<file path="config.mk">
export PLATFORM = sky130hd
export DESIGN_NAME = ech_config_list_frame_check_core_flat
export DESIGN_NICKNAME = d
export VERILOG_FILES = /design/src/hw/rtl/eclf_pkg.sv /design/src/hw/rtl/eclf_if.sv /design/src/hw/rtl/eclf_walk.sv /design/src/hw/rtl/ech_config_list_frame_check_core.sv /design/src/flat_wrapper.sv
export SDC_FILE = /design/constraint.sdc
export NUM_CORES = 1
export LEC_CHECK = 0
export BUFFER_PORTS_ARGS = -buffer_cell sky130_fd_sc_hd__buf_2
export CAP_MARGIN = 25
export CORE_MARGIN = 5
export CORE_UTILIZATION = 65
export DETAILED_ROUTE_END_ITERATION = 8
export GPL_ROUTABILITY_DRIVEN = 0
export PLACE_DENSITY = 0.92
export RECOVER_POWER = 100
export SYNTH_ARGS = -nofsm -noshare
export SYNTH_HDL_FRONTEND = slang
export SYNTH_SLANG_ARGS = --single-unit
export TNS_END_PERCENT = 20
</file>
<file path="constraint.sdc">
create_clock -name clock -period 7.95 [get_ports clock]
set_input_delay 0.795 -clock clock [delete_from_list [all_inputs] [get_ports clock]]
set_output_delay 0.795 -clock clock [all_outputs]
set_load 0.1 [all_outputs]
</file>
<file path="src/hw/rtl/eclf_pkg.sv">
// Shared types and constants for the config list framing check.
package eclf_pkg;

   localparam int unsigned DATA_W  = 8;
   localparam int unsigned LEN_W   = 16;
   localparam int unsigned COUNT_W = 17;
   localparam int unsigned ENTRY_W = 14;
   localparam int unsigned ERR_W   = 3;

   localparam logic [COUNT_W-1:0] COUNT_MAX = {COUNT_W{1'b1}};
   localparam logic [ENTRY_W-1:0] ENTRY_MAX = {ENTRY_W{1'b1}};

   // Where the walk stands in the list.
   typedef enum logic [2:0] {
      PH_OUTER_HI = 3'd0,
      PH_OUTER_LO = 3'd1,
      PH_VER_HI   = 3'd2,
      PH_VER_LO   = 3'd3,
      PH_LEN_HI   = 3'd4,
      PH_LEN_LO   = 3'd5,
      PH_BODY     = 3'd6
   } phase_type;

   typedef enum logic [ERR_W-1:0] {
      ERR_OK           = 3'd0,
      ERR_SHORT        = 3'd1,
      ERR_ZERO_LEN     = 3'd2,
      ERR_LEN_MISMATCH = 3'd3,
      ERR_TRUNC_HDR    = 3'd4,
      ERR_BODY_OVERRUN = 3'd5
   } err_type;

   // One byte handed from the input register to the walker.
   typedef struct packed {
      logic              take;
      logic              last;
      logic [DATA_W-1:0] data_byte;
   } step_type;

   // Verdict for a list, valid on the step that carries the last byte.
   typedef struct packed {
      logic               valid_res;
      err_type            error_code;
      logic [ENTRY_W-1:0] entry_count;
   } verdict_type;

endpackage

</file>
<file path="src/hw/rtl/eclf_if.sv">
// Request and response channel interfaces of the framing check.
interface eclf_req_if;
   import eclf_pkg::*;

   logic              valid;
   logic              ready;
   logic [DATA_W-1:0] data_byte;
   logic              last;

   modport source (output valid, output data_byte, output last, input ready);
   modport sink   (input valid, input data_byte, input last, output ready);
endinterface

interface eclf_rsp_if;
   import eclf_pkg::*;

   logic               valid;
   logic               ready;
   logic               valid_res;
   logic [ERR_W-1:0]   error_code;
   logic [ENTRY_W-1:0] entry_count;

   modport source (output valid, output valid_res, output error_code, output entry_count,
                   input ready);
   modport sink   (input valid, input valid_res, input error_code, input entry_count,
                   output ready);
endinterface

</file>
<file path="src/hw/rtl/eclf_walk.sv">
// Phase machine, byte counter and verdict logic of the framing check.
module eclf_walk (
   input  logic                  clock,
   input  logic                  reset,
   input  eclf_pkg::step_type    step,
   output eclf_pkg::verdict_type verdict
);
   import eclf_pkg::*;

   phase_type          phase_ff,  phase_in;
   logic [COUNT_W-1:0] count_ff,  count_in;
   logic [LEN_W-1:0]   outer_ff,  outer_in;
   logic [LEN_W-1:0]   body_ff,   body_in;
   logic [DATA_W-1:0]  hold_ff,   hold_in;
   logic [ENTRY_W-1:0] entries_ff, entries_in;
   logic [LEN_W-1:0]   body_dec;
   logic [COUNT_W-1:0] expect_count;
   err_type            err;

   always_comb begin
      phase_in   = phase_ff;
      outer_in   = outer_ff;
      body_in    = body_ff;
      hold_in    = hold_ff;
      entries_in = entries_ff;
      count_in   = (count_ff != COUNT_MAX) ? count_ff + 1'b1 : count_ff;
      body_dec   = (body_ff != '0) ? body_ff - 1'b1 : body_ff;

      unique case (phase_ff)
         PH_OUTER_HI: begin
            hold_in  = step.data_byte;
            phase_in = PH_OUTER_LO;
         end
         PH_OUTER_LO: begin
            outer_in = {hold_ff, step.data_byte};
            phase_in = PH_VER_HI;
         end
         PH_VER_HI: phase_in = PH_VER_LO;
         PH_VER_LO: phase_in = PH_LEN_HI;
         PH_LEN_HI: begin
            hold_in  = step.data_byte;
            phase_in = PH_LEN_LO;
         end
         PH_LEN_LO: begin
            body_in = {hold_ff, step.data_byte};
            if (body_in == '0) begin
               entries_in = (entries_ff != ENTRY_MAX) ? entries_ff + 1'b1 : entries_ff;
               phase_in   = PH_VER_HI;
            end else begin
               phase_in = PH_BODY;
            end
         end
         default: begin
            body_in = body_dec;
            if (body_dec == '0) begin
               entries_in = (entries_ff != ENTRY_MAX) ? entries_ff + 1'b1 : entries_ff;
               phase_in   = PH_VER_HI;
            end
         end
      endcase

      // The outer length plus its own two bytes always fits the counter width.
      expect_count = {1'b0, outer_in} + COUNT_W'(2);

      if (count_in < COUNT_W'(2)) begin
         err = ERR_SHORT;
      end else if (outer_in == '0) begin
         err = ERR_ZERO_LEN;
      end else if (count_in != expect_count) begin
         err = ERR_LEN_MISMATCH;
      end else if (phase_in == PH_VER_HI) begin
         err = ERR_OK;
      end else if (phase_in == PH_VER_LO || phase_in == PH_LEN_HI ||
                   phase_in == PH_LEN_LO) begin
         err = ERR_TRUNC_HDR;
      end else begin
         err = ERR_BODY_OVERRUN;
      end

      verdict.valid_res   = (err == ERR_OK);
      verdict.error_code  = err;
      verdict.entry_count = entries_in;
   end

   always_ff @(posedge clock) begin
      if (reset || (step.take && step.last)) begin
         phase_ff   <= PH_OUTER_HI;
         count_ff   <= '0;
         outer_ff   <= '0;
         body_ff    <= '0;
         hold_ff    <= '0;
         entries_ff <= '0;
      end else if (step.take) begin
         phase_ff   <= phase_in;
         count_ff   <= count_in;
         outer_ff   <= outer_in;
         body_ff    <= body_in;
         hold_ff    <= hold_in;
         entries_ff <= entries_in;
      end
   end

endmodule

</file>
<file path="src/hw/rtl/ech_config_list_frame_check_core.sv">
// Top level of the config list framing check: input register, walker, result register.
//
//  Channel  Role    Payload                                 Handshake
//  -------  ------  --------------------------------------  ---------------
//  req      sink    data_byte[7:0], last                    valid / ready
//  rsp      source  valid_res, error_code[2:0],             valid / ready
//                   entry_count[13:0]
//
// One request is taken per clock cycle unless a last request is waiting. A request
// passes through the input register, where the walker updates the list state, and the
// verdict for a request marked last goes on into the result register, which drives rsp.
// Reset clears the valid flags of the input and result registers and all list state.
// A last request waits in the input register only while an earlier verdict is
// still held in the result register; other requests never wait there.
module ech_config_list_frame_check_core (
   input  logic         clock,
   input  logic         reset,
   eclf_req_if.sink     req,
   eclf_rsp_if.source   rsp
);
   import eclf_pkg::*;

   // Input register.
   logic              s1_valid_ff, s1_valid_in;
   logic              s1_last_ff;
   logic [DATA_W-1:0] s1_byte_ff;
   logic              s1_fire;
   logic              req_take;

   // Result register.
   logic               out_valid_ff, out_valid_in;
   logic               out_res_ff;
   logic [ERR_W-1:0]   out_err_ff;
   logic [ENTRY_W-1:0] out_count_ff;

   step_type    step;
   verdict_type verdict;

   // The input register drains whenever its request produces no verdict or the
   // result register is free, or is being emptied in this cycle.
   assign s1_fire     = s1_valid_ff && (!s1_last_ff || !out_valid_ff || rsp.ready);
   assign req.ready   = !s1_valid_ff || s1_fire;
   assign req_take    = req.valid && req.ready;
   assign s1_valid_in = req_take || (s1_valid_ff && !s1_fire);

   always_comb begin
      if (s1_fire && s1_last_ff) begin
         out_valid_in = 1'b1;
      end else if (rsp.ready) begin
         out_valid_in = 1'b0;
      end else begin
         out_valid_in = out_valid_ff;
      end
   end

   assign step.take      = s1_fire;
   assign step.last      = s1_last_ff;
   assign step.data_byte = s1_byte_ff;

   eclf_walk u_walk (
      .clock   (clock),
      .reset   (reset),
      .step    (step),
      .verdict (verdict)
   );

   always_ff @(posedge clock) begin
      if (reset) begin
         s1_valid_ff  <= 1'b0;
         out_valid_ff <= 1'b0;
      end else begin
         s1_valid_ff  <= s1_valid_in;
         out_valid_ff <= out_valid_in;
      end
   end

   always_ff @(posedge clock) begin
      if (req_take) begin
         s1_byte_ff <= req.data_byte;
         s1_last_ff <= req.last;
      end
      if (s1_fire && s1_last_ff) begin
         out_res_ff   <= verdict.valid_res;
         out_err_ff   <= verdict.error_code;
         out_count_ff <= verdict.entry_count;
      end
   end

   assign rsp.valid       = out_valid_ff;
   assign rsp.valid_res   = out_res_ff;
   assign rsp.error_code  = out_err_ff;
   assign rsp.entry_count = out_count_ff;

   // A new verdict only ever follows a last request leaving the input register.
   assert property (@(posedge clock) disable iff (reset)
      $rose(out_valid_ff) |-> $past(s1_fire && s1_last_ff))
      else $error("verdict raised without a last request");

   // The verdict flag agrees with the error code.
   assert property (@(posedge clock) disable iff (reset)
      out_valid_ff |-> (out_res_ff == (out_err_ff == ERR_OK)))
      else $error("verdict flag disagrees with error code");

   // A request that cannot leave the input register stays there unchanged.
   assert property (@(posedge clock) disable iff (reset)
      (s1_valid_ff && !s1_fire) |=> (s1_valid_ff && $stable(s1_byte_ff) &&
                                     $stable(s1_last_ff)))
      else $error("stalled request lost or changed");

   // A held verdict is not overwritten before it is taken.
   assert property (@(posedge clock) disable iff (reset)
      (out_valid_ff && !rsp.ready) |=> (out_valid_ff && $stable(out_err_ff) &&
                                        $stable(out_count_ff)))
      else $error("held verdict overwritten");

endmodule
</file>
<file path="src/flat_wrapper.sv">
// flat-port wrapper written by rule: the top's interface ports become plain ports
module ech_config_list_frame_check_core_flat import eclf_pkg::*;
  (clock, reset, req_valid, req_data_byte, req_last, req_ready, rsp_valid, rsp_valid_res, rsp_error_code, rsp_entry_count, rsp_ready);
  eclf_req_if req_i ();
  eclf_rsp_if rsp_i ();
  input  logic clock;
  input  logic reset;
  input wire logic [$bits(req_i.valid)-1:0] req_valid;
  input wire logic [$bits(req_i.data_byte)-1:0] req_data_byte;
  input wire logic [$bits(req_i.last)-1:0] req_last;
  output wire logic [$bits(req_i.ready)-1:0] req_ready;
  output wire logic [$bits(rsp_i.valid)-1:0] rsp_valid;
  output wire logic [$bits(rsp_i.valid_res)-1:0] rsp_valid_res;
  output wire logic [$bits(rsp_i.error_code)-1:0] rsp_error_code;
  output wire logic [$bits(rsp_i.entry_count)-1:0] rsp_entry_count;
  input wire logic [$bits(rsp_i.ready)-1:0] rsp_ready;
  assign req_i.valid = req_valid;
  assign req_i.data_byte = req_data_byte;
  assign req_i.last = req_last;
  assign req_ready = req_i.ready;
  assign rsp_valid = rsp_i.valid;
  assign rsp_valid_res = rsp_i.valid_res;
  assign rsp_error_code = rsp_i.error_code;
  assign rsp_entry_count = rsp_i.entry_count;
  assign rsp_i.ready = rsp_ready;
  ech_config_list_frame_check_core u_core (.clock(clock), .reset(reset), .req(req_i), .rsp(rsp_i));
endmodule
</file>
==> run metrics, run 1 <==
CP max stage cell=o41ai_1; max_slew headroom=-1.177; Final Non-Filler Cells=922; Crit path buffers/inverters=1; status=finished, violations left; initial antenna violation count=0; Die Footprint=11800 µm²; Max Cap Viol=1; most common cell after layout, fill and taps aside=nor2_1; Post-DP Area=roughly 6500 µm²; Placed Cells=906; leak pwr=2.244 nW; simple-gate share of the synthesized area=0.3015; mux share of post-synthesis cell area=0.04688; R2R setup slack=3.42 ns; Crit Path Class=flip-flop to flip-flop; n_diodes=0; measured slew at the worst slew-check pin=3.265 ns; Post-synth EDFFs=27; CP max FO=8; CTS H-tree depth=3; unique cell type count in the Yosys netlist=68; CP peak stage delay=1.02 ns; fin util=0.6830; share of the yosys chip area belonging to registers=0.3687; root buf cell=clkbuf_8; postcts setup bufs=0; RSZ-0062 raised after global routing=no; ys async rst share=0; final worst-path cycle share=0.5697; crit start category=flip-flop; width of the die=108.6 µm; crit path DAT=4.66 ns; DP HPWL=11120 µm; total wire length=16060 µm; syn nets=801; Remaining DRCs=0; synth warn=0; clock-pin transition on the worst setup and hold timing paths=0.11 ns; share of layout cells above drive strength 1=0.06337; PortBufs=32; DR vias=6170; VDD IR max=0.0001186 V; TritonCTS buffer count=9; DR pass1 iterations=6; adder-cell share of the synthesized area=0.007913; Worst Skew=about 0.015 ns; critical-path cell list=inv_1 -> ha_1 -> or4b_1 -> nor4_1 -> mux2i_1 -> nand3_1 -> o41ai_1 -> nor4b_1 -> and3_1 -> a211oi_2; crit path capture type=flip-flop; hold-fix buffer count after cts=0; grt total ovfl=0; final setup violation count=0; Fmax achieved=about 220 MHz; largest net degree at the start of global routing=75; Die H=about 110 µm; 1st-iter DRT viols=634; I/O Pins=33; largest family of logic cells by synthesized area=simple AND/OR/NAND/NOR gates; Nets=801; mapped cell area=6325 µm²; PwrDens=approximately 150 nW/µm²; Final Slew Violations=75; Final ANT Viol Nets=0; Mean Syn Cell Area=between 8 and 9 µm²; CTS tree=yes; Area Growth Syn to Fin=4.095%; final hold violations=0; Final Cell Area=between 6000 and 7000 µm²; Total Routing Usage GR=0.2763; number of global-route vias before repair=5675; Worst EP required=8.08 ns; compound-gate portion of the synthesized area=0.1517; Top delay family on crit path=simple AND/OR/NAND/NOR gates; vias per cell=~6.7; Post-Synth XOR/XNOR Area=0.08309; clock buffer depth=2; # rows=36; clock latency on the worst-skew pair=about 0.38 ns; CTS Sinks=around 100; post-cts sizing count=0; Initial Util=0.6562; setup TNS=0 ns; DR WL/cell=17.41 µm; number of synthesized register bits=103; most frequent cells in the layout=nor2_1, nand2_1, dfxtp_1; Post-Syn Instances=roughly 780; Core Region=9639 µm²; failing checks=capacitance limit, slew limit; Hold Path Class=flip-flop to flip-flop; crit path time final=4.529 ns; first-pass GRT wire length=26350 µm; Main synth FF type=dfxtp_1
[path summary, 6_finish.rpt]
kind                                                from                                   endpoint  cells past startpoint
setup reg to reg   u_core.u_walk.body_ff[0]$_SDFFE_PP0P_  u_core.u_walk.entries_ff[13]$_SDFFE_PP0P_                     10
setup / recovery   u_core.u_walk.body_ff[0]$_SDFFE_PP0P_  u_core.u_walk.entries_ff[13]$_SDFFE_PP0P_                     10
hold reg to reg   u_core.u_walk.outer_ff[0]$_SDFFE_PP0P_     u_core.u_walk.outer_ff[0]$_SDFFE_PP0P_                      2
hold / removal    u_core.u_walk.outer_ff[0]$_SDFFE_PP0P_     u_core.u_walk.outer_ff[0]$_SDFFE_PP0P_                      2
[cell families after synthesis]
| family | after synthesis |
|---|---|
| flip-flops | 103 |
| AO/OA/AOI/OAI | 153 |
| XOR/XNOR | 60 |
| AND/OR/NAND/NOR | 376 |
| multiplexers | 29 |
| adder cells (fa/ha/maj) | 4 |
| buffers and inverters | 59 |
[Yosys cell counts, types with 20 or more instances]
library cell,instances,share of area
nor2_1,97,0.058
nand2_1,88,0.052
dfxtp_1,76,0.24
a21oi_1,63,0.050
nand3_1,44,0.035
nor3_1,40,0.032
xnor2_1,40,0.055
clkbuf_1,33,0.020
o21ai_0,31,0.025
edfxtp_1,27,0.13
mux2i_1,24,0.038
nand4_1,22,0.022
xor2_1,20,0.028
[stage by stage]
| stage | total power [mW] | worst slack [ns] | hold WS (ns) |
|---|---|---|---|
| floorplan | 0.6379 | 4.515 | 0.4492 |
| global placement | 0.6584 | 4.162 | 0.4683 |
| detailed placement | 0.6621 | 3.995 | 0.4864 |
| CTS | 0.9646 | 3.973 | 0.5020 |
| global route | 0.9988 | 3.120 | 0.5259 |
| finish | 0.9638 | 3.421 | 0.5061 |
[layer usage]
layer,GRT usage,share of wire,wire length [µm],vias to the layer above
li1,-,-,-,2844
met5,0,0,0,-
met4,0.1587,0.052,841,0
met3,0.05921,0.095,1525,110
met2,0.4545,0.47,7578,404
met1,0.3346,0.38,6111,2812
[worst reg2reg max path, cell delays in order, from the launching register on]
cell	delay, ns
dfxtp_1	0.38
inv_1	0.12
ha_1	0.26
or4b_1	0.64
nor4_1	0.44
mux2i_1	0.29
nand3_1	0.26
o41ai_1	1.03
nor4b_1	0.52
and3_1	0.27
a211oi_2	0.07
[registers in the layout (all words and copies together) (netlist names)]
| register | cells |
|---|---|
| u_core.u_walk.entries_ff | 14 |
| u_core.s1_byte_ff | 8 |
| u_core.rsp.valid | 1 |
| u_core.u_walk.body_ff | 16 |
| u_core.s1_valid_ff | 1 |
| u_core.rsp.error_code | 3 |
| u_core.rsp.valid_res | 1 |
| u_core.u_walk.phase_ff | 3 |
| u_core.u_walk.count_ff | 17 |
| u_core.u_walk.outer_ff | 16 |
| u_core.s1_last_ff | 1 |
| u_core.u_walk.hold_ff | 8 |
| u_core.rsp.entry_count | 14 |
[final cells by class]
type,instances,area (µm²)
repair buffers,36,157.7
flip-flops and latches,103,2332
well taps,133,166.4
clock buffers,9,123.9
fillers,778,3055
inverters,12,45.04
multi-input cells,622,3704
clock inverters,7,55.05
[where the power goes]
part | internal, mW | switching (mW) | leakage, nW | total [mW]
sequential | 0.547 | 0.0154 | 0.887 | 0.562
clock | 0.117 | 0.194 | 0.0866 | 0.311
combinational | 0.0285 | 0.0618 | 1.27 | 0.0903
total | 0.693 | 0.271 | 2.24 | 0.964
Note: power is estimated with default switching activity, not from simulation.
==> run 2: changes to the inputs <==
--- a/config.mk
+++ b/config.mk
@@ -8,10 +8,10 @@
 export BUFFER_PORTS_ARGS = -buffer_cell sky130_fd_sc_hd__buf_2
 export CAP_MARGIN = 25
 export CORE_MARGIN = 5
-export CORE_UTILIZATION = 65
+export CORE_UTILIZATION = 62
 export DETAILED_ROUTE_END_ITERATION = 8
 export GPL_ROUTABILITY_DRIVEN = 0
-export PLACE_DENSITY = 0.92
+export PLACE_DENSITY = 0.89
 export RECOVER_POWER = 100
 export SYNTH_ARGS = -nofsm -noshare
 export SYNTH_HDL_FRONTEND = slang
==> constraint.sdc (replaced) <==
create_clock -name clock -period 4.4 [get_ports clock]
set_input_delay 0.44 -clock clock [delete_from_list [all_inputs] [get_ports clock]]
set_output_delay 0.44 -clock clock [all_outputs]
set_load 0.1 [all_outputs]
==> run metrics, run 2 (synthesized netlist as in run 1, its figures left out) <==
Worst EP required=4.69 ns (was 8.08 ns); crit path capture type=flip-flop (unchanged); status=finished, violations left (unchanged); measured slew at the worst slew-check pin=1.609 ns (was 3.265 ns); setup TNS=0 ns (unchanged); crit start category=flip-flop (unchanged); post-cts sizing count=0 (unchanged); Max Cap Viol=1 (unchanged); Placed Cells=907 (was 906); Initial Util=0.6412 (was 0.6562); DR pass1 iterations=6 (unchanged); largest net degree at the start of global routing=75 (unchanged); Final Slew Violations=75 (unchanged); DR WL/cell=17.18 µm (was 17.41 µm); CTS H-tree depth=3 (unchanged); crit path time final=3.953 ns (was 4.529 ns); Clock Power Share=0.359 (was 0.323); Comb power frac=0.088 (was 0.094); Psw=474.7 µW (was 271.3 µW); max_slew headroom=-0.07268 (was -1.177); hold-fix buffer count after cts=0 (unchanged); total wire length=15860 µm (was 16060 µm); VDD IR max=0.0001816 V (was 0.0001186 V); Top Registers=u_core.u_walk.count_ff: 17 flops, u_core.u_walk.body_ff: 16 flops, u_core.u_walk.outer_ff: 16 flops (unchanged); critical-path cell list=inv_1 -> ha_1 -> or4b_1 -> nor4_1 -> mux2i_1 -> nand3_1 -> nor4_1 -> o2111ai_1 -> or3_1 -> a21oi_1 (was inv_1 -> ha_1 -> or4b_1 -> nor4_1 -> mux2i_1 -> nand3_1 -> o41ai_1 -> nor4b_1 -> and3_1 -> a211oi_2); grt total ovfl=0 (unchanged); vias per cell=6.581 (was 6.692); RSZ-0062 raised after global routing=no (unchanged); postcts setup bufs=0 (unchanged); number of global-route vias before repair=5830 (was 5675); root buf cell=clkbuf_8 (unchanged); Core Region=9864 µm² (was 9639 µm²); DR vias=6074 (was 6170); I/O Pins=33 (unchanged); Area Growth Syn to Fin=4.728% (was 4.095%); TritonCTS buffer count=9 (unchanged); Nets=802 (was 801); first-pass GRT wire length=27080 µm (was 26350 µm); CP peak stage delay=0.63 ns (was 1.02 ns); share of layout cells above drive strength 1=0.06456 (was 0.06337); Crit Path Class=flip-flop to flip-flop (unchanged); CP max FO=11 (was 8); max FFs per register=17 (unchanged); Final ANT Viol Nets=0 (unchanged); Final Non-Filler Cells=923 (was 922); P_int=1.362 mW (was 692.5 µW); Fmax achieved=253.0 MHz (was 220.8 MHz); n_diodes=0 (unchanged); Final Cell Area=6624 µm² (was 6584 µm²); crit path DAT=4.24 ns (was 4.66 ns); DP HPWL=10990 µm (was 11120 µm); initial antenna violation count=0 (unchanged); share of total power in sequential cells=0.553 (was 0.583); Worst Skew=0.01418 ns (was 0.01540 ns); most common cell after layout, fill and taps aside=nor2_1 (unchanged); 1st-iter DRT viols=529 (was 634); Critical Path Most Common Cell=nor4_1; final worst-path cycle share=0.8984 (was 0.5697); CTS tree=yes (unchanged); # rows=36 (unchanged); PwrDens=277.2 nW/µm² (was 146.4 nW/µm²); Hold Path Class=input port to flip-flop (was flip-flop to flip-flop); Remaining DRCs=0 (unchanged); final hold violations=0 (unchanged); most frequent cells in the layout=nor2_1, nand2_1, dfxtp_1 (unchanged); Post-DP Area=6485 µm² (was 6477 µm²); failing checks=capacitance limit, slew limit (unchanged); clock latency on the worst-skew pair=0.38 ns (about the same); sw frac=0.2585 (was 0.2815); Die H=111 µm (was 108.6 µm); CTS Sinks=103 (unchanged); Die Footprint=12320 µm² (was 11800 µm²); final setup violation count=0 (unchanged); width of the die=111 µm (was 108.6 µm); CP max stage cell=or4b_1 (was o41ai_1); largest register by flop count=u_core.u_walk.count_ff (unchanged); fin util=0.6715 (was 0.6830); clock buffer depth=2 (unchanged); clock-pin transition on the worst setup and hold timing paths=0.10 ns (was 0.11 ns); Total Routing Usage GR=0.2574 (was 0.2763); leak pwr=2.275 nW (was 2.244 nW); PortBufs=32 (unchanged); R2R setup slack=0.45 ns (was 3.42 ns)
## run 2: cell count changes in the layout (fill, tap and decap cells not counted), sizes merged
cell      change
bufinv        +2
clkinvlp      -1
inv           -1
buf           +1
## run 2: cell type report
cell class                 count  area (µm²)
fill                         773        3241
inverter                      12       45.04
sequential                   103        2332
clock inverter                 7       95.09
clock buffer                   9       123.9
multi-input combinational    622        3695
timing repair buffer          37       166.4
tap                          133       166.4
## run 2: worst max-delay path, delay by kind of cell, from the launching register on
| family | cells | cell delay, ns |
|---|---|---|
| flops | 1 | 0.37 |
| buf+inv | 1 | 0.12 |
| simple gates | 5 | 2.19 |
| compound gates | 2 | 0.63 |
| fa+ha+maj | 1 | 0.26 |
| mux | 1 | 0.29 |
## run 2: metal layers
layer	GRT usage	wire length (µm)	up-vias
met5	0	0	-
met4	0.1314	553	0
met3	0.05076	1405	69
met2	0.4239	7577	378
met1	0.3197	6321	2779
li1	-	-	2848
## run 2: per-stage QoR
stage	hold slack [ns]	power [mW]	setup WS, ns
floorplan	0.4492	1.151	0.9654
global placement	0.4670	1.189	0.7655
detailed placement	0.4867	1.195	0.6028
CTS	0.2291	1.840	0.5820
global route	0.2220	1.897	0.2481
finish	0.2403	1.836	0.4472
## run 2: power groups by stage
stage	registers, mW	clock network (mW)	logic (mW)
floorplan	1.04	0	0.110
global placement	1.03	0	0.155
detailed placement	1.04	0	0.160
finish	1.02	0.660	0.161
global route	1.02	0.705	0.175
CTS	1.01	0.666	0.161
## run 2: final timing paths
| kind | from | endpoint | cells past startpoint |
|---|---|---|---|
| worst max-delay path | u_core.u_walk.body_ff[0]$_SDFFE_PP0P_ | u_core.u_walk.entries_ff[11]$_SDFFE_PP0P_ | 10 |
| worst min-delay path | req_data_byte[4] | u_core.s1_byte_ff[4]$_DFFE_PP_ | 1 |
| worst max register to register | u_core.u_walk.body_ff[0]$_SDFFE_PP0P_ | u_core.u_walk.entries_ff[11]$_SDFFE_PP0P_ | 10 |
| worst min register to register | u_core.u_walk.outer_ff[0]$_SDFFE_PP0P_ | u_core.u_walk.outer_ff[0]$_SDFFE_PP0P_ | 2 |
